**config.mk**
```make
export PLATFORM = sky130hd
export DESIGN_NAME = tcp_option_extension_parser_flat
export DESIGN_NICKNAME = d
export VERILOG_FILES = /design/src/sv/otep_pkg.sv /design/src/sv/otep_req_if.sv /design/src/sv/otep_rsp_if.sv /design/src/sv/tcp_option_extension_parser.sv /design/src/sv/otep_csr.sv /design/src/sv/otep_walker.sv /design/src/flat_wrapper.sv
export SDC_FILE = /design/constraint.sdc
export NUM_CORES = 1
export LEC_CHECK = 0
export ABC_CLOCK_PERIOD_IN_PS = 14150
export BUFFER_PORTS_ARGS = -buffer_cell sky130_fd_sc_hd__buf_2
export CAP_MARGIN = 10
export CORE_ASPECT_RATIO = 0.7
export CORE_MARGIN = 2
export CORE_UTILIZATION = 34
export CTS_CLUSTER_SIZE = 8
export DETAILED_ROUTE_END_ITERATION = 12
export SYNTH_ARGS = -nofsm -noshare
export SYNTH_HDL_FRONTEND = slang
export SYNTH_SLANG_ARGS = --single-unit
```
**constraint.sdc**
```tcl
create_clock -name clock -period 14.15 [get_ports clock]
set_input_delay 1.415 -clock clock [delete_from_list [all_inputs] [get_ports clock]]
set_output_delay 1.415 -clock clock [all_outputs]
set_load 0.05 [all_outputs]
```
**src/sv/otep_pkg.sv**
```systemverilog
// Shared types and constants of the TCP option extension parser.
// No dependencies; compiled first.
`default_nettype none

package otep_pkg;

   localparam int DEFAULT_MAX_OPTION_BYTES = 40;

   localparam int BYTE_W   = 8;
   localparam int LEN_W    = 6;
   localparam int STATUS_W = 3;
   localparam int WORD_W   = 32;
   localparam int PORT_W   = 16;
   localparam int PRIO_W   = 4;
   localparam int MAGIC_W  = 16;
   localparam int CSR_IDX_W = 3;
   localparam int CSR_DATA_W = 16;

   localparam logic [CSR_IDX_W-1:0] CSR_OPTION_KIND       = 3'd0;
   localparam logic [CSR_IDX_W-1:0] CSR_INITIAL_MAGIC     = 3'd1;
   localparam logic [CSR_IDX_W-1:0] CSR_NEW_PATH_MAGIC    = 3'd2;
   localparam logic [CSR_IDX_W-1:0] CSR_INITIAL_MIN_AREA  = 3'd3;
   localparam logic [CSR_IDX_W-1:0] CSR_NEW_PATH_MIN_AREA = 3'd4;

   localparam logic [BYTE_W-1:0]  RST_OPTION_KIND       = 8'd253;
   localparam logic [MAGIC_W-1:0] RST_INITIAL_MAGIC     = 16'd1;
   localparam logic [MAGIC_W-1:0] RST_NEW_PATH_MAGIC    = 16'd2;
   localparam logic [LEN_W-1:0]   RST_INITIAL_MIN_AREA  = 6'd8;
   localparam logic [LEN_W-1:0]   RST_NEW_PATH_MIN_AREA = 6'd11;

   localparam logic [STATUS_W-1:0] STATUS_NONE    = 3'd0;
   localparam logic [STATUS_W-1:0] STATUS_ID      = 3'd1;
   localparam logic [STATUS_W-1:0] STATUS_PATH    = 3'd2;
   localparam logic [STATUS_W-1:0] STATUS_SHORT   = 3'd3;
   localparam logic [STATUS_W-1:0] STATUS_AREA    = 3'd4;
   localparam logic [STATUS_W-1:0] STATUS_OVERRUN = 3'd5;

   localparam logic [BYTE_W-1:0] CREATE_BIT = 8'h08;

   localparam logic [6:0] ID_RECORD_BYTES   = 7'd8;
   localparam logic [6:0] PATH_RECORD_BYTES = 7'd11;

   typedef struct packed {
      logic [BYTE_W-1:0]  option_kind;
      logic [MAGIC_W-1:0] initial_magic;
      logic [MAGIC_W-1:0] new_path_magic;
      logic [LEN_W-1:0]   initial_min_area;
      logic [LEN_W-1:0]   new_path_min_area;
   } cfg_type;

   typedef struct packed {
      logic [STATUS_W-1:0] status;
      logic [WORD_W-1:0]   conn_id;
      logic [WORD_W-1:0]   path_address;
      logic [PORT_W-1:0]   path_port;
      logic [PRIO_W-1:0]   path_priority;
      logic                path_create;
   } result_type;

endpackage

`default_nettype wire

```
**src/sv/otep_req_if.sv**
```systemverilog
// Request channel: one options byte per beat with area length and first mark.
// Depends on otep_pkg.
`default_nettype none

interface otep_req_if import otep_pkg::*; ();
   logic              valid;
   logic              ready;
   logic [BYTE_W-1:0] opt_byte;
   logic [LEN_W-1:0]  area_len;
   logic              first;

   modport source (output valid, opt_byte, area_len, first, input ready);
   modport sink (input valid, opt_byte, area_len, first, output ready);
endinterface

`default_nettype wire

```
**src/sv/otep_rsp_if.sv**
```systemverilog
// Response channel: one parse result per beat.
// Depends on otep_pkg.
`default_nettype none

interface otep_rsp_if import otep_pkg::*; ();
   logic                valid;
   logic                ready;
   logic [STATUS_W-1:0] status;
   logic [WORD_W-1:0]   conn_id;
   logic [WORD_W-1:0]   path_address;
   logic [PORT_W-1:0]   path_port;
   logic [PRIO_W-1:0]   path_priority;
   logic                path_create;

   modport source (output valid, status, conn_id, path_address, path_port,
                   path_priority, path_create, input ready);
   modport sink (input valid, status, conn_id, path_address, path_port,
                 path_priority, path_create, output ready);
endinterface

`default_nettype wire

```
**src/sv/tcp_option_extension_parser.sv**
```systemverilog
// Top level of the TCP option extension parser: beat registers around the walker.
// Depends on otep_pkg, otep_req_if, otep_rsp_if, otep_csr, otep_walker.
//
//   channel  dir  beat contents
//   req      in   opt_byte, area_len, first
//   rsp      out  status, conn_id, path_address, path_port, path_priority, path_create
//   csr      in   csr_wr_en, csr_index, csr_wr_data (write only)
//
// One options byte per cycle while rsp is not stalled; the area's last byte passes the
// input register, the walker logic and the result register before the result is valid.
// Synchronous reset clears the parser and loads the register defaults.
// A stalled rsp blocks req only while a result is waiting and the held byte ends an area.
`default_nettype none

module tcp_option_extension_parser import otep_pkg::*; #(
   parameter int MAX_OPTION_BYTES = DEFAULT_MAX_OPTION_BYTES
) (
   input  wire logic                  clock,
   input  wire logic                  reset,
   otep_req_if.sink                   req_chan,
   otep_rsp_if.source                 rsp_chan,
   input  wire logic                  csr_wr_en,
   input  wire logic [CSR_IDX_W-1:0]  csr_index,
   input  wire logic [CSR_DATA_W-1:0] csr_wr_data
);

   cfg_type           cfg;
   logic              in_vld_ff;
   logic [BYTE_W-1:0] in_byte_ff;
   logic [LEN_W-1:0]  in_len_ff;
   logic              in_first_ff;
   logic              rsp_vld_ff;
   result_type        rsp_data_ff;
   result_type        result;
   logic              emit;
   logic              advance;
   logic              req_take;

   otep_csr u_csr (
      .clock       (clock),
      .reset       (reset),
      .csr_wr_en   (csr_wr_en),
      .csr_index   (csr_index),
      .csr_wr_data (csr_wr_data),
      .cfg         (cfg)
   );

   otep_walker #(
      .MAX_OPTION_BYTES (MAX_OPTION_BYTES)
   ) u_walker (
      .clock    (clock),
      .reset    (reset),
      .cfg      (cfg),
      .step     (advance),
      .in_byte  (in_byte_ff),
      .in_len   (in_len_ff),
      .in_first (in_first_ff),
      .emit     (emit),
      .result   (result)
   );

   assign advance = in_vld_ff && (!emit || !rsp_vld_ff || rsp_chan.ready);
   assign req_chan.ready = !in_vld_ff || advance;
   assign req_take = req_chan.valid && req_chan.ready;

   always_ff @(posedge clock) begin
      if (reset) begin
         in_vld_ff <= 1'b0;
      end else if (req_take) begin
         in_vld_ff <= 1'b1;
      end else if (advance) begin
         in_vld_ff <= 1'b0;
      end
   end

   always_ff @(posedge clock) begin
      if (req_take) begin
         in_byte_ff  <= req_chan.opt_byte;
         in_len_ff   <= req_chan.area_len;
         in_first_ff <= req_chan.first;
      end
   end

   always_ff @(posedge clock) begin
      if (reset) begin
         rsp_vld_ff <= 1'b0;
      end else if (advance && emit) begin
         rsp_vld_ff <= 1'b1;
      end else if (rsp_chan.ready) begin
         rsp_vld_ff <= 1'b0;
      end
   end

   always_ff @(posedge clock) begin
      if (advance && emit) begin
         rsp_data_ff <= result;
      end
   end

   assign rsp_chan.valid         = rsp_vld_ff;
   assign rsp_chan.status        = rsp_data_ff.status;
   assign rsp_chan.conn_id       = rsp_data_ff.conn_id;
   assign rsp_chan.path_address  = rsp_data_ff.path_address;
   assign rsp_chan.path_port     = rsp_data_ff.path_port;
   assign rsp_chan.path_priority = rsp_data_ff.path_priority;
   assign rsp_chan.path_create   = rsp_data_ff.path_create;

endmodule

`default_nettype wire

```
**src/sv/otep_csr.sv**
```systemverilog
// Configuration register bank of the option parser.
// Depends on otep_pkg.
`default_nettype none

module otep_csr import otep_pkg::*; (
   input  wire logic                  clock,
   input  wire logic                  reset,
   input  wire logic                  csr_wr_en,
   input  wire logic [CSR_IDX_W-1:0]  csr_index,
   input  wire logic [CSR_DATA_W-1:0] csr_wr_data,
   output      cfg_type               cfg
);

   cfg_type cfg_ff;

   always_ff @(posedge clock) begin
      if (reset) begin
         cfg_ff.option_kind       <= RST_OPTION_KIND;
         cfg_ff.initial_magic     <= RST_INITIAL_MAGIC;
         cfg_ff.new_path_magic    <= RST_NEW_PATH_MAGIC;
         cfg_ff.initial_min_area  <= RST_INITIAL_MIN_AREA;
         cfg_ff.new_path_min_area <= RST_NEW_PATH_MIN_AREA;
      end else if (csr_wr_en) begin
         unique case (csr_index)
            CSR_OPTION_KIND:       cfg_ff.option_kind       <= csr_wr_data[BYTE_W-1:0];
            CSR_INITIAL_MAGIC:     cfg_ff.initial_magic     <= csr_wr_data;
            CSR_NEW_PATH_MAGIC:    cfg_ff.new_path_magic    <= csr_wr_data;
            CSR_INITIAL_MIN_AREA:  cfg_ff.initial_min_area  <= csr_wr_data[LEN_W-1:0];
            CSR_NEW_PATH_MIN_AREA: cfg_ff.new_path_min_area <= csr_wr_data[LEN_W-1:0];
            default: begin
            end
         endcase
      end
   end

   assign cfg = cfg_ff;

endmodule

`default_nettype wire

```
**src/sv/otep_walker.sv**
```systemverilog
// Option walker: parse state and the per-byte next-state and result logic.
// Depends on otep_pkg.
`default_nettype none

module otep_walker import otep_pkg::*; #(
   parameter int MAX_OPTION_BYTES = DEFAULT_MAX_OPTION_BYTES
) (
   input  wire logic              clock,
   input  wire logic              reset,
   input  wire cfg_type           cfg,
   input  wire logic              step,
   input  wire logic [BYTE_W-1:0] in_byte,
   input  wire logic [LEN_W-1:0]  in_len,
   input  wire logic              in_first,
   output      logic              emit,
   output      result_type        result
);

   localparam logic [LEN_W-1:0] MaxLen = LEN_W'(MAX_OPTION_BYTES);

   typedef enum logic [2:0] {
      PH_KIND, PH_LEN, PH_MAGIC_LO, PH_MAGIC_HI, PH_RECORD, PH_DONE
   } phase_type;

   typedef struct packed {
      logic [LEN_W-1:0]    pos;
      logic [LEN_W-1:0]    next_at;
      logic [LEN_W-1:0]    start;
      logic [BYTE_W-1:0]   olen;
      phase_type           phase;
      logic                stopped;
      logic [BYTE_W-1:0]   magic_lo;
      logic [WORD_W-1:0]   word;
      logic [PORT_W-1:0]   port;
      logic [BYTE_W-1:0]   flag;
      logic [STATUS_W-1:0] status;
   } parse_state_type;

   function automatic parse_state_type clear_state();
      parse_state_type r;
      r = '0;
      r.phase = PH_KIND;
      return r;
   endfunction

   function automatic parse_state_type halt_walk(input parse_state_type s,
                                                 input logic [STATUS_W-1:0] code);
      parse_state_type r;
      r = s;
      r.status = code;
      r.stopped = 1'b1;
      r.phase = PH_KIND;
      return r;
   endfunction

   function automatic parse_state_type kind_step(input parse_state_type s,
                                                 input logic [LEN_W-1:0] p,
                                                 input logic [BYTE_W-1:0] b,
                                                 input logic [LEN_W-1:0] len);
      parse_state_type r;
      logic [LEN_W:0]  p_next;
      r = s;
      p_next = {1'b0, p} + 7'd1;
      if (p == s.next_at) begin
         if (b == 8'd0) begin
            r = halt_walk(s, STATUS_NONE);
         end else if (b == 8'd1) begin
            r.next_at = p_next[LEN_W-1:0];
         end else begin
            r.start = p;
            r.flag = b;
            if (p_next >= {1'b0, len}) r = halt_walk(r, STATUS_NONE);
            else r.phase = PH_LEN;
         end
      end
      return r;
   endfunction

   function automatic parse_state_type len_step(input parse_state_type s,
                                                input logic [BYTE_W-1:0] b,
                                                input logic [LEN_W-1:0] len,
                                                input logic [BYTE_W-1:0] kind);
      parse_state_type r;
      logic [8:0]      end_at;
      logic [LEN_W:0]  end4;
      r = s;
      r.olen = b;
      end_at = {3'b0, s.start} + {1'b0, b};
      end4 = {1'b0, s.start} + 7'd4;
      if (end_at > {3'b0, len} || b < 8'd2) begin
         r = halt_walk(r, STATUS_NONE);
      end else if (s.flag == kind) begin
         if (end4 > {1'b0, len}) r = halt_walk(r, STATUS_SHORT);
         else r.phase = PH_MAGIC_LO;
      end else begin
         r.next_at = end_at[LEN_W-1:0];
         r.phase = PH_KIND;
      end
      return r;
   endfunction

   function automatic parse_state_type follow_step(input parse_state_type s,
                                                   input logic [LEN_W-1:0] p,
                                                   input logic [BYTE_W-1:0] b,
                                                   input logic [LEN_W-1:0] len,
                                                   input logic [BYTE_W-1:0] kind);
      parse_state_type r;
      r = s;
      if (!s.stopped) begin
         if (s.phase == PH_KIND) r = kind_step(s, p, b, len);
         else if (s.phase == PH_LEN) r = len_step(s, b, len, kind);
      end
      return r;
   endfunction

   parse_state_type     st_ff;
   parse_state_type     st_in;
   parse_state_type     w;
   logic [LEN_W-1:0]    len_c;
   logic                go;
   logic                last;
   logic [LEN_W-1:0]    p;
   logic [LEN_W-1:0]    off;
   logic [MAGIC_W-1:0]  m;
   logic                is_init;
   logic                is_path;
   logic [LEN_W:0]      rec_end;
   logic [STATUS_W-1:0] st_code;

   always_comb begin
      len_c = (in_len > MaxLen) ? MaxLen : in_len;
      w = in_first ? clear_state() : st_ff;
      go = (in_first || st_ff.phase != PH_DONE) && (len_c != '0);
      p = w.pos;
      off = p - w.start;
      m = {in_byte, w.magic_lo};
      is_init = (m == cfg.initial_magic);
      is_path = (m == cfg.new_path_magic);
      rec_end = {1'b0, w.start} + (is_init ? ID_RECORD_BYTES : PATH_RECORD_BYTES);
      last = ({1'b0, p} + 7'd1) >= {1'b0, len_c};
      emit = 1'b0;
      result = '0;
      st_code = STATUS_NONE;

      if (go && !w.stopped) begin
         unique case (w.phase)
            PH_KIND: w = kind_step(w, p, in_byte, len_c);
            PH_LEN: w = len_step(w, in_byte, len_c, cfg.option_kind);
            PH_MAGIC_LO: begin
               w.magic_lo = in_byte;
               w.phase = PH_MAGIC_HI;
            end
            PH_MAGIC_HI: begin
               if ((is_init && cfg.initial_min_area > len_c) ||
                   (is_path && cfg.new_path_min_area > len_c)) begin
                  w = halt_walk(w, STATUS_AREA);
               end else if (is_init || is_path) begin
                  if (rec_end > {1'b0, len_c}) begin
                     w = halt_walk(w, STATUS_OVERRUN);
                  end else begin
                     w.status = is_init ? STATUS_ID : STATUS_PATH;
                     w.word = '0;
                     w.port = '0;
                     w.phase = PH_RECORD;
                  end
               end else begin
                  w.phase = PH_KIND;
                  w.next_at = w.start + w.olen[LEN_W-1:0];
                  if (w.olen == 8'd2) begin
                     w = kind_step(w, w.start + 6'd2, w.magic_lo, len_c);
                     w = follow_step(w, p, in_byte, len_c, cfg.option_kind);
                  end else if (w.olen == 8'd3) begin
                     w = kind_step(w, p, in_byte, len_c);
                  end
               end
            end
            PH_RECORD: begin
               if (w.status == STATUS_ID) begin
                  w.word = {w.word[WORD_W-BYTE_W-1:0], in_byte};
                  if (off >= 6'd7) begin
                     w.stopped = 1'b1;
                     w.phase = PH_KIND;
                  end
               end else if (off <= 6'd7) begin
                  w.word = {in_byte, w.word[WORD_W-1:BYTE_W]};
               end else if (off == 6'd8) begin
                  w.port = {8'h00, in_byte};
               end else if (off == 6'd9) begin
                  w.port = w.port | {in_byte, 8'h00};
               end else begin
                  w.flag = in_byte;
                  w.stopped = 1'b1;
                  w.phase = PH_KIND;
               end
            end
            default: begin
            end
         endcase
      end

      if (go) begin
         if (!last) begin
            w.pos = p + 6'd1;
         end else begin
            emit = 1'b1;
            st_code = (!w.stopped && w.phase == PH_RECORD) ? STATUS_OVERRUN : w.status;
            result.status = st_code;
            if (st_code == STATUS_ID) result.conn_id = w.word;
            if (st_code == STATUS_PATH) begin
               result.path_address = w.word;
               result.path_port = w.port;
               result.path_priority = w.flag[BYTE_W-1:BYTE_W-PRIO_W];
               result.path_create = |(w.flag & CREATE_BIT);
            end
            w.phase = PH_DONE;
         end
      end
      st_in = w;
   end

   always_ff @(posedge clock) begin
      if (reset) begin
         st_ff <= clear_state();
      end else if (step) begin
         st_ff <= st_in;
      end
   end

endmodule

`default_nettype wire

```
**src/flat_wrapper.sv**
```systemverilog
// flat-port wrapper written by rule: the top's interface ports become plain ports
module tcp_option_extension_parser_flat import otep_pkg::*;
#(
   parameter int MAX_OPTION_BYTES = DEFAULT_MAX_OPTION_BYTES
)
  (clock, reset, csr_wr_en, csr_index, csr_wr_data, req_chan_valid, req_chan_opt_byte, req_chan_area_len, req_chan_first, req_chan_ready, rsp_chan_valid, rsp_chan_status, rsp_chan_conn_id, rsp_chan_path_address, rsp_chan_path_port, rsp_chan_path_priority, rsp_chan_path_create, rsp_chan_ready);
  otep_req_if req_chan_i ();
  otep_rsp_if rsp_chan_i ();
  input  wire logic clock;
  input  wire logic reset;
  input  wire logic csr_wr_en;
  input  wire logic [CSR_IDX_W-1:0] csr_index;
  input  wire logic [CSR_DATA_W-1:0] csr_wr_data;
  input wire logic [$bits(req_chan_i.valid)-1:0] req_chan_valid;
  input wire logic [$bits(req_chan_i.opt_byte)-1:0] req_chan_opt_byte;
  input wire logic [$bits(req_chan_i.area_len)-1:0] req_chan_area_len;
  input wire logic [$bits(req_chan_i.first)-1:0] req_chan_first;
  output wire logic [$bits(req_chan_i.ready)-1:0] req_chan_ready;
  output wire logic [$bits(rsp_chan_i.valid)-1:0] rsp_chan_valid;
  output wire logic [$bits(rsp_chan_i.status)-1:0] rsp_chan_status;
  output wire logic [$bits(rsp_chan_i.conn_id)-1:0] rsp_chan_conn_id;
  output wire logic [$bits(rsp_chan_i.path_address)-1:0] rsp_chan_path_address;
  output wire logic [$bits(rsp_chan_i.path_port)-1:0] rsp_chan_path_port;
  output wire logic [$bits(rsp_chan_i.path_priority)-1:0] rsp_chan_path_priority;
  output wire logic [$bits(rsp_chan_i.path_create)-1:0] rsp_chan_path_create;
  input wire logic [$bits(rsp_chan_i.ready)-1:0] rsp_chan_ready;
  assign req_chan_i.valid = req_chan_valid;
  assign req_chan_i.opt_byte = req_chan_opt_byte;
  assign req_chan_i.area_len = req_chan_area_len;
  assign req_chan_i.first = req_chan_first;
  assign req_chan_ready = req_chan_i.ready;
  assign rsp_chan_valid = rsp_chan_i.valid;
  assign rsp_chan_status = rsp_chan_i.status;
  assign rsp_chan_conn_id = rsp_chan_i.conn_id;
  assign rsp_chan_path_address = rsp_chan_i.path_address;
  assign rsp_chan_path_port = rsp_chan_i.path_port;
  assign rsp_chan_path_priority = rsp_chan_i.path_priority;
  assign rsp_chan_path_create = rsp_chan_i.path_create;
  assign rsp_chan_i.ready = rsp_chan_ready;
  tcp_option_extension_parser #(.MAX_OPTION_BYTES(MAX_OPTION_BYTES)) u_core (.clock(clock), .reset(reset), .req_chan(req_chan_i), .rsp_chan(rsp_chan_i), .csr_wr_en(csr_wr_en), .csr_index(csr_index), .csr_wr_data(csr_wr_data));
endmodule
```
==> metrics.md, run 1 <==
| Metric | Value |
|---|---|
| R2r endpoint | `u_core.rsp_chan.conn_id[19]` |
| Pwr/cell area | `100 mW/mm2` |
| Hold_buf cts | `0` |
| Chip height | `197 um` |
| Synth unique cells | `97` |
| Detailed-route DRC error count | `0` |
| Sw power | `0.612 mW` |
| Delay-heaviest family, CP | `compound AO/OA/AOI/OAI gates` |
| Internal | `1.43 mW` |
| Post-CTS Setup Inserts | `0` |
| Sequential Power Share | `0.394` |
| Post-synthesis register bit count | `254` |
| Worst EP required | `14.51 ns` |
| Post-cts gate resize count | `0` |
| Initial DRC count | `2531` |
| IO Port Bufs | `128` |
| Critical Path Max Stage Delay | `0.78 ns` |
| DR WL/cell | `24.4 um` |
| R2r setup slk | `4.82 ns` |
| Core footprint | `0.0524 mm2` |
| Rows | `70` |
| Total design power | `2.04 mW` |
| Total number of vias | `18300` |
| RSZ-0062 raised after global routing | `false` |
| Clock Path Buffers | `3` |
| Seq. cell area | `0.00612 mm2` |
| Buf+Inv Stages, Crit Path | `4` |
| Critical path's slowest cell | `o2111a_1` |
| Layout fillers | `5319` |
| Relative slew margins | `0.199` |
| Post-route cell area | `0.0204 mm2` |
| Area of the multi-input gates | `0.0111 mm2` |
| All-Layer GR Usage | `0.255` |
| Final Wtd Congestion | `1.01` |
| Initial core utilization | `0.345` |
| Initial antenna violation count | `0` |
| Detail Route Antenna Nets | `0` |
| Actual slew at the worst max-slew pin | `1.20 ns` |
| Grt ovf | `0` |
| HP Start | `u_core.u_walker.st_ff[24]` |
| Avg Cell Area, Syn | `8.20 um2` |
| Syn. warnings | `0` |
| DR pass1 iterations | `6` |
| Pins Over Slew Limit | `0` |
| Comb power frac | `0.173` |
| Min-Delay Path Depth | `2` |
| Worst VDD drop | `0.0680 mV` |
| Final Setup Violations | `0` |
| Net Count, Synth | `2323` |
| Clock power share | `0.433` |
| Critical path class | `reg -> reg` |
| CTS root buffer | `clkbuf_16` |
| Worst Path Arrival | `9.69 ns` |
| Worst-path maximum fanout | `61` |
| Mapped Area | `0.0181 mm2` |
| Crit-path most repeated cell | `ha_1` |
| Static Leak | `7.64 nW` |
| Vias/cell | `6.20` |
| First-pass GRT wire length | `109000 um` |
| H-tree depth | `2` |
| Total CTS buffers | `38` |
| Worst Reg-to-Reg Cells | `32` |
| Fin. Hold Viols | `0` |
| Share of layout cells above drive strength 1 | `0.132` |
| Area grow syn2layout | `12.9%` |
| Hold Path Class | `reg -> reg` |
| DRT Wirelength | `72100 um` |
| Die area | `0.0550 mm2` |
| Die width | `279 um` |
| Post-Syn Instances | `2203` |
| CTS clk-pin slew, worst paths | `0.05 ns` |
| Max-cap violations | `0` |
| Setup tns final | `0 ns` |
| Max Freq | `0.107 GHz` |
| Ys async rst share | `0` |
| Dominant synthesized flop cell | `dfxtp_1` |
| Worst-Skew Late Latency | `0.54 ns` |
| IO Pins | `129` |
| CP Launch Type | `register` |
| EDFF count, synth | `103` |
| Nets | `2366` |
| Crit path time final | `9.33 ns` |
| Vias in the first global route | `17400` |
| Worst setup EP type | `register` |
| Hold Path End | `u_core.u_walker.st_ff[24]` |
| Seq/Total Area, Yosys | `0.339` |
| Largest net degree at the start of global routing | `95` |
| Clock sink count | `254` |
| Post-Place Cell Area | `0.0192 mm2` |
| Sw frac | `0.300` |
| CTS tree | `yes` |
| Fin crit share | `0.660` |
| DP Wirelength | `52200 um` |
| Worst r2r src | `u_core.in_first_ff` |
| Final Skew | `0.0194 ns` |
| Status | `completed` |
==> power groups by stage <==
stage / sequential, mW / clock, mW / combinational, mW
after detailed placement: 0.818 / 0 / 0.342
after floorplan: 0.812 / 0 / 0.231
after CTS: 0.803 / 0.899 / 0.343
final: 0.805 / 0.885 / 0.354
after global routing: 0.806 / 0.932 / 0.381
after global placement: 0.817 / 0 / 0.335
==> layout by cell type, fill, tap and decap left out, types with 16 or more instances in the layout <==
master,synthesis,final
buf_2,16,127
o21ai_0,118,117
clkbuf_16,0,39
nor4_1,17,17
a22oi_1,72,72
a21oi_1,150,150
o211ai_1,19,19
nand2_1,232,231
edfxtp_1,103,103
xor2_1,33,33
clkbuf_1,128,22
nor3_1,87,85
nand3b_1,16,16
inv_1,37,37
nor2b_1,40,40
nand3_1,37,37
o21a_1,17,16
nor3_2,26,28
a211oi_1,56,56
xnor2_1,45,45
nor2_1,275,274
mux2i_1,34,34
dfxtp_1,151,151
ha_1,77,77
a221oi_1,18,18
a31oi_1,53,53
a21o_1,22,22
buf_4,2,46
and3_1,19,19
==> area by class of cell <==
class	count	area share
Clock buffer	63	0.0533
Inverter	39	0.00718
Multi-Input combinational cell	1738	0.544
Timing Repair Buffer	175	0.0508
Antenna cell	2	0.000245
Clock inverter	3	0.00288
Tap cell	684	0.0420
Sequential cell	254	0.300
==> cells in the mapped netlist (17+ instances only) <==
master	number	share of area
nor4_1	17	0.0059
nand3_1	37	0.010
a21o_1	22	0.0091
a22oi_1	72	0.030
edfxtp_1	103	0.17
clkbuf_1	128	0.027
nor3_1	87	0.024
nor2_1	275	0.057
a221oi_1	18	0.0087
inv_1	37	0.0077
o211ai_1	19	0.0079
a211oi_1	56	0.023
nand2_1	232	0.048
o21ai_0	118	0.033
ha_1	77	0.053
a31oi_1	53	0.018
nor2b_1	40	0.014
xor2_1	33	0.016
a21oi_1	150	0.042
and3_1	19	0.0066
dfxtp_1	151	0.17
nor3_2	26	0.014
o21a_1	17	0.0071
xnor2_1	45	0.022
mux2i_1	34	0.019
==> worst min-delay path, delay by kind of cell, from the launching register on <==
family | cells | cell delay, ns
DFF | 1 | 0.31
and+or+nand+nor | 1 | 0.05
AOI/OAI and AO/OA | 1 | 0.05
==> registers in the layout, summed over array words and instances, names as in the netlist <==
signal	cells
u_core.u_walker.st_ff	97
u_core.u_csr.cfg	52
u_core.rsp_chan.conn_id	32
u_core.rsp_chan.path_address	32
u_core.rsp_chan.path_port	16
u_core.in_byte_ff	8
u_core.in_len_ff	6
u_core.rsp_chan.path_priority	4
u_core.rsp_chan.status	3
u_core.in_first_ff	1
u_core.in_vld_ff	1
u_core.rsp_chan.path_create	1
u_core.rsp_chan.valid	1
==> metal layers <==
| metal | vias to the layer above | share of wire | routed length (um) | track usage |
|---|---|---|---|---|
| li1 | 8291 | - | - | - |
| met1 | 8828 | 0.45 | 32600 | 0.379 |
| met2 | 1068 | 0.40 | 29100 | 0.363 |
| met3 | 156 | 0.11 | 8200 | 0.0599 |
| met4 | 0 | 0.030 | 2190 | 0.0749 |
| met5 | - | 0 | 0 | 0 |
==> stage by stage <==
| stage | hold slack [ns] | utilization | instances | setup WS (ns) |
|---|---|---|---|---|
| 6_report | 0.458 | 0.389 | 2958 | 4.82 |
| 5_1_grt | 0.488 | 0.389 | 2956 | 4.38 |
| 4_1_cts | 0.459 | 0.388 | 2954 | 4.86 |
| 3_5_place_dp | 0.452 | 0.366 | 2888 | 4.85 |
| 3_3_place_gp | 0.445 | 0.366 | 2888 | 5.12 |
| 2_1_floorplan | 0.437 | - | 2203 | 6.05 |
==> worst max path at each step <==
stage	start	to	slack, ns	cells after the start
detailed placement	u_core.in_first_ff	u_core.rsp_chan.conn_id[5]	4.85	31
global placement	u_core.in_first_ff	u_core.rsp_chan.conn_id[22]	5.12	31
floorplan	u_core.in_first_ff	u_core.rsp_chan.conn_id[22]	6.05	37
CTS	u_core.in_first_ff	u_core.rsp_chan.conn_id[19]	4.86	31
global route	u_core.in_first_ff	u_core.rsp_chan.conn_id[12]	4.38	32
finish	u_core.in_first_ff	u_core.rsp_chan.conn_id[19]	4.82	32
==> logic make-up after synthesis <==
family / share of synthesized area
DFF: 0.339
adders and majority gates: 0.0590
and+or+nand+nor: 0.232
muxes: 0.0245
xor gates and xnor gates: 0.0434
buffers and inverters: 0.0495
AOI/OAI and AO/OA: 0.253
Note: power is estimated with default switching activity, not from simulation.
==> run 2, diff against run 1 <==
--- a/config.mk
+++ b/config.mk
@@ -5,7 +5,8 @@
 export SDC_FILE = /design/constraint.sdc
 export NUM_CORES = 1
 export LEC_CHECK = 0
-export ABC_CLOCK_PERIOD_IN_PS = 14150
+export ABC_AREA = 1
+export ABC_CLOCK_PERIOD_IN_PS = 8150
 export BUFFER_PORTS_ARGS = -buffer_cell sky130_fd_sc_hd__buf_2
 export CAP_MARGIN = 10
 export CORE_ASPECT_RATIO = 0.7
==> constraint.sdc (replaced) <==
create_clock -name clock -period 8.15 [get_ports clock]
set_input_delay 0.815 -clock clock [delete_from_list [all_inputs] [get_ports clock]]
set_output_delay 0.815 -clock clock [all_outputs]
set_load 0.05 [all_outputs]
==> metrics.md, run 2 <==
| Metric | Value |
|---|---|
| Clock Path Buffers | `3 (unchanged)` |
| Initial core utilization | `0.342 (-0.00258)` |
| Syn. warnings | `0 (unchanged)` |
| Initial DRC count | `2348 (-7.2%)` |
| Critical path class | `reg -> reg` |
| EDFF count, synth | `103 (unchanged)` |
| Post-synthesis register bit count | `254 (unchanged)` |
| Worst setup EP type | `register` |
| RSZ-0062 raised after global routing | `false` |
| Leading area contributor after synthesis | `edfxtp_1` |
| Share of layout cells above drive strength 1 | `0.120 (-0.0122)` |
| CTS tree | `yes` |
| Detail Route Antenna Nets | `0 (unchanged)` |
| Die width | `281 um (+0.66%)` |
| CTS clk-pin slew, worst paths | `0.07 ns (+0.02 ns)` |
| Setup tns final | `0 ns (unchanged)` |
| Worst-path maximum fanout | `32 (-48%)` |
| Post-synth top area share | `0.169 (-0.00227)` |
| Largest net degree at the start of global routing | `101 (+6.3%)` |
| Hold Path Class | `in -> reg` |
| Total CTS buffers | `37 (-2.6%)` |
| DRT Wirelength | `75700 um (+5.0%)` |
| Rows | `71 (+1.4%)` |
| Final Wtd Congestion | `1.03 (+1.8%)` |
| Max Freq | `0.135 GHz (+26%)` |
| Crit path time final | `7.39 ns (-1.94 ns)` |
| DR WL/cell | `21.8 um (-10%)` |
| Worst Path Arrival | `7.73 ns (-1.96 ns)` |
| First-pass GRT wire length | `112000 um (+2.8%)` |
| Max-cap violations | `0 (unchanged)` |
| IO Port Bufs | `128 (unchanged)` |
| Top post-synthesis cells by area | `edfxtp_1 (17%), dfxtp_1 (17%), nand2_1 (10%)` |
| Chip height | `198 um (+0.66%)` |
| Synth unique cells | `57 (-41%)` |
| CTS root buffer | `clkbuf_16` |
| Min-Delay Path Depth | `1 (-1)` |
| Max FFs per register | `97 (unchanged)` |
| Post-route cell area | `0.0208 mm2 (+1.9%)` |
| Dominant synthesized flop cell | `dfxtp_1` |
| Post-Syn Instances | `2629 (+19%)` |
| Post-cts gate resize count | `0 (unchanged)` |
| Mapped Area | `0.0183 mm2 (+1.3%)` |
| DP Wirelength | `54600 um (+4.6%)` |
| Pins Over Slew Limit | `0 (unchanged)` |
| Vias/cell | `5.67 (-8.5%)` |
| Critical path's slowest cell | `nand3_2` |
| Worst EP required | `8.49 ns (-6.02 ns)` |
| Die area | `0.0557 mm2 (+1.3%)` |
| Worst-Skew Late Latency | `0.55 ns (about the same)` |
| Fin crit share | `0.907 (+0.247)` |
| Area grow syn2layout | `13.5%` |
| Fin. Hold Viols | `0 (unchanged)` |
| Detailed-route DRC error count | `0 (unchanged)` |
| Actual slew at the worst max-slew pin | `1.15 ns (-0.0473 ns)` |
| Ys async rst share | `0 (unchanged)` |
| Relative slew margins | `0.230 (+0.0309)` |
| Initial antenna violation count | `2 (+2)` |
| Total number of vias | `19700 (+7.2%)` |
| Top cells by count, synth | `nand2_1 (488), inv_1 (282), o21ai_0 (275)` |
| Largest Register | `u_core.u_walker.st_ff` |
| Static Leak | `8.89 nW (+16%)` |
| Avg Cell Area, Syn | `6.96 um2 (-15%)` |
| CP Launch Type | `register` |
| Core footprint | `0.0535 mm2 (+2.1%)` |
| Vias in the first global route | `17600 (+1.5%)` |
| All-Layer GR Usage | `0.265 (+0.00983)` |
| DR pass1 iterations | `6 (unchanged)` |
| Post-CTS Setup Inserts | `0 (unchanged)` |
| H-tree depth | `2 (unchanged)` |
| Grt ovf | `0 (unchanged)` |
| Final Setup Violations | `0 (unchanged)` |
| Worst VDD drop | `0.136 mV (+100%)` |
| Seq/Total Area, Yosys | `0.334 (-0.00449)` |
| Crit-path most repeated cell | `nand2_1` |
| Nets | `2832 (+20%)` |
| Worst Reg-to-Reg Cells | `41 (+28%)` |
| Most common cell after layout, fill and taps aside | `nand2_1` |
| Status | `completed` |
| Layout Utilization | `0.388 (-0.000921)` |
| Post-Place Cell Area | `0.0197 mm2 (+2.7%)` |
| Net Count, Synth | `2749 (+18%)` |
| Pwr/cell area | `195 mW/mm2 (+95%)` |
| Critical Path Max Stage Delay | `0.59 ns (-0.19 ns)` |
| Hold_buf cts | `0 (unchanged)` |
| Clock sink count | `254 (unchanged)` |
| IO Pins | `129 (unchanged)` |
| Most frequent cell after synthesis | `nand2_1` |
| Most frequent cells in the layout | `nand2_1 (486), inv_1 (280), o21ai_0 (275)` |
| Final Skew | `0.0286 ns (+0.00923 ns)` |
| Total design power | `4.06 mW (+99%)` |
==> run 2: cell types whose count changed in the layout (fill, tap and decap cells not counted), sizes merged, moves of 39 or more <==
cell   previous run  this run
a21oi           153       208
a31oi            54        15
inv              40       294
nand2           232       500
nand3            37       119
nor2            275       335
nor2b            40         0
nor3            113        53
o21ai           124       280
o22ai            11        58
==> run 2: cells by family after synthesis <==
kind of cell	share of synthesized area
AO/OA/AOI/OAI	0.240
XOR/XNOR	0.0310
adder cells (fa/ha/maj)	0.0570
buffers and inverters	0.0950
flip-flops	0.334
multiplexers	0.000547
AND/OR/NAND/NOR	0.243
==> run 2: through the flow <==
step / hold WS, ns / setup WS [ns] / std cells
after floorplan: 0.435 / 2.05 / 2629
after global placement: 0.454 / 1.19 / 3403
after detailed placement: 0.455 / 1.12 / 3403
after CTS: 0.443 / 1.09 / 3465
after global routing: 0.448 / 0.201 / 3465
final: 0.449 / 0.758 / 3466
==> run 2: final cells by class <==
cell class / count / area, um2
antenna: 1 / 2.50
fill: 5687 / 32700
clock inverter: 2 / 36.3
inverter: 300 / 1130
multi-input combinational: 1936 / 10500
sequential: 254 / 6120
timing repair buffer: 183 / 1070
tap: 730 / 913
clock buffer: 60 / 1030
==> run 2: path summary, 6_finish.rpt <==
kind | from | endpoint | slack, ns
max reg2reg | u_core.in_first_ff | u_core.rsp_chan.conn_id[9] | 0.76
max | u_core.in_first_ff | u_core.rsp_chan.conn_id[9] | 0.76
min reg2reg | u_core.u_walker.st_ff[5] | u_core.u_walker.st_ff[5] | 0.46
min | req_chan_area_len[0] | u_core.in_len_ff[0] | 0.45
==> run 2: routing by layer <==
metal	vias to the layer above	part of all wire	GRT usage
li1	9170	-	-
met1	9295	0.47	0.404
met2	1096	0.39	0.355
met3	100	0.13	0.0867
met4	2	0.018	0.0520
met5	-	0.00078	0.00884
==> run 2: report_power, final <==
part           internal [mW]  total (mW)  switching, mW
registers               1.38        1.42         0.0412
logic                  0.307        1.16          0.853
clock network          0.866        1.47          0.609
==> run 2: critical path: cells and delay by family, from the launching register on <==
family | cells | cell delay (ns)
compound gates | 8 | 1.21
xor+xnor | 1 | 0.16
fa+ha+maj | 3 | 0.89
buf+inv | 6 | 1.08
flops | 1 | 0.40
simple gates | 23 | 3.43
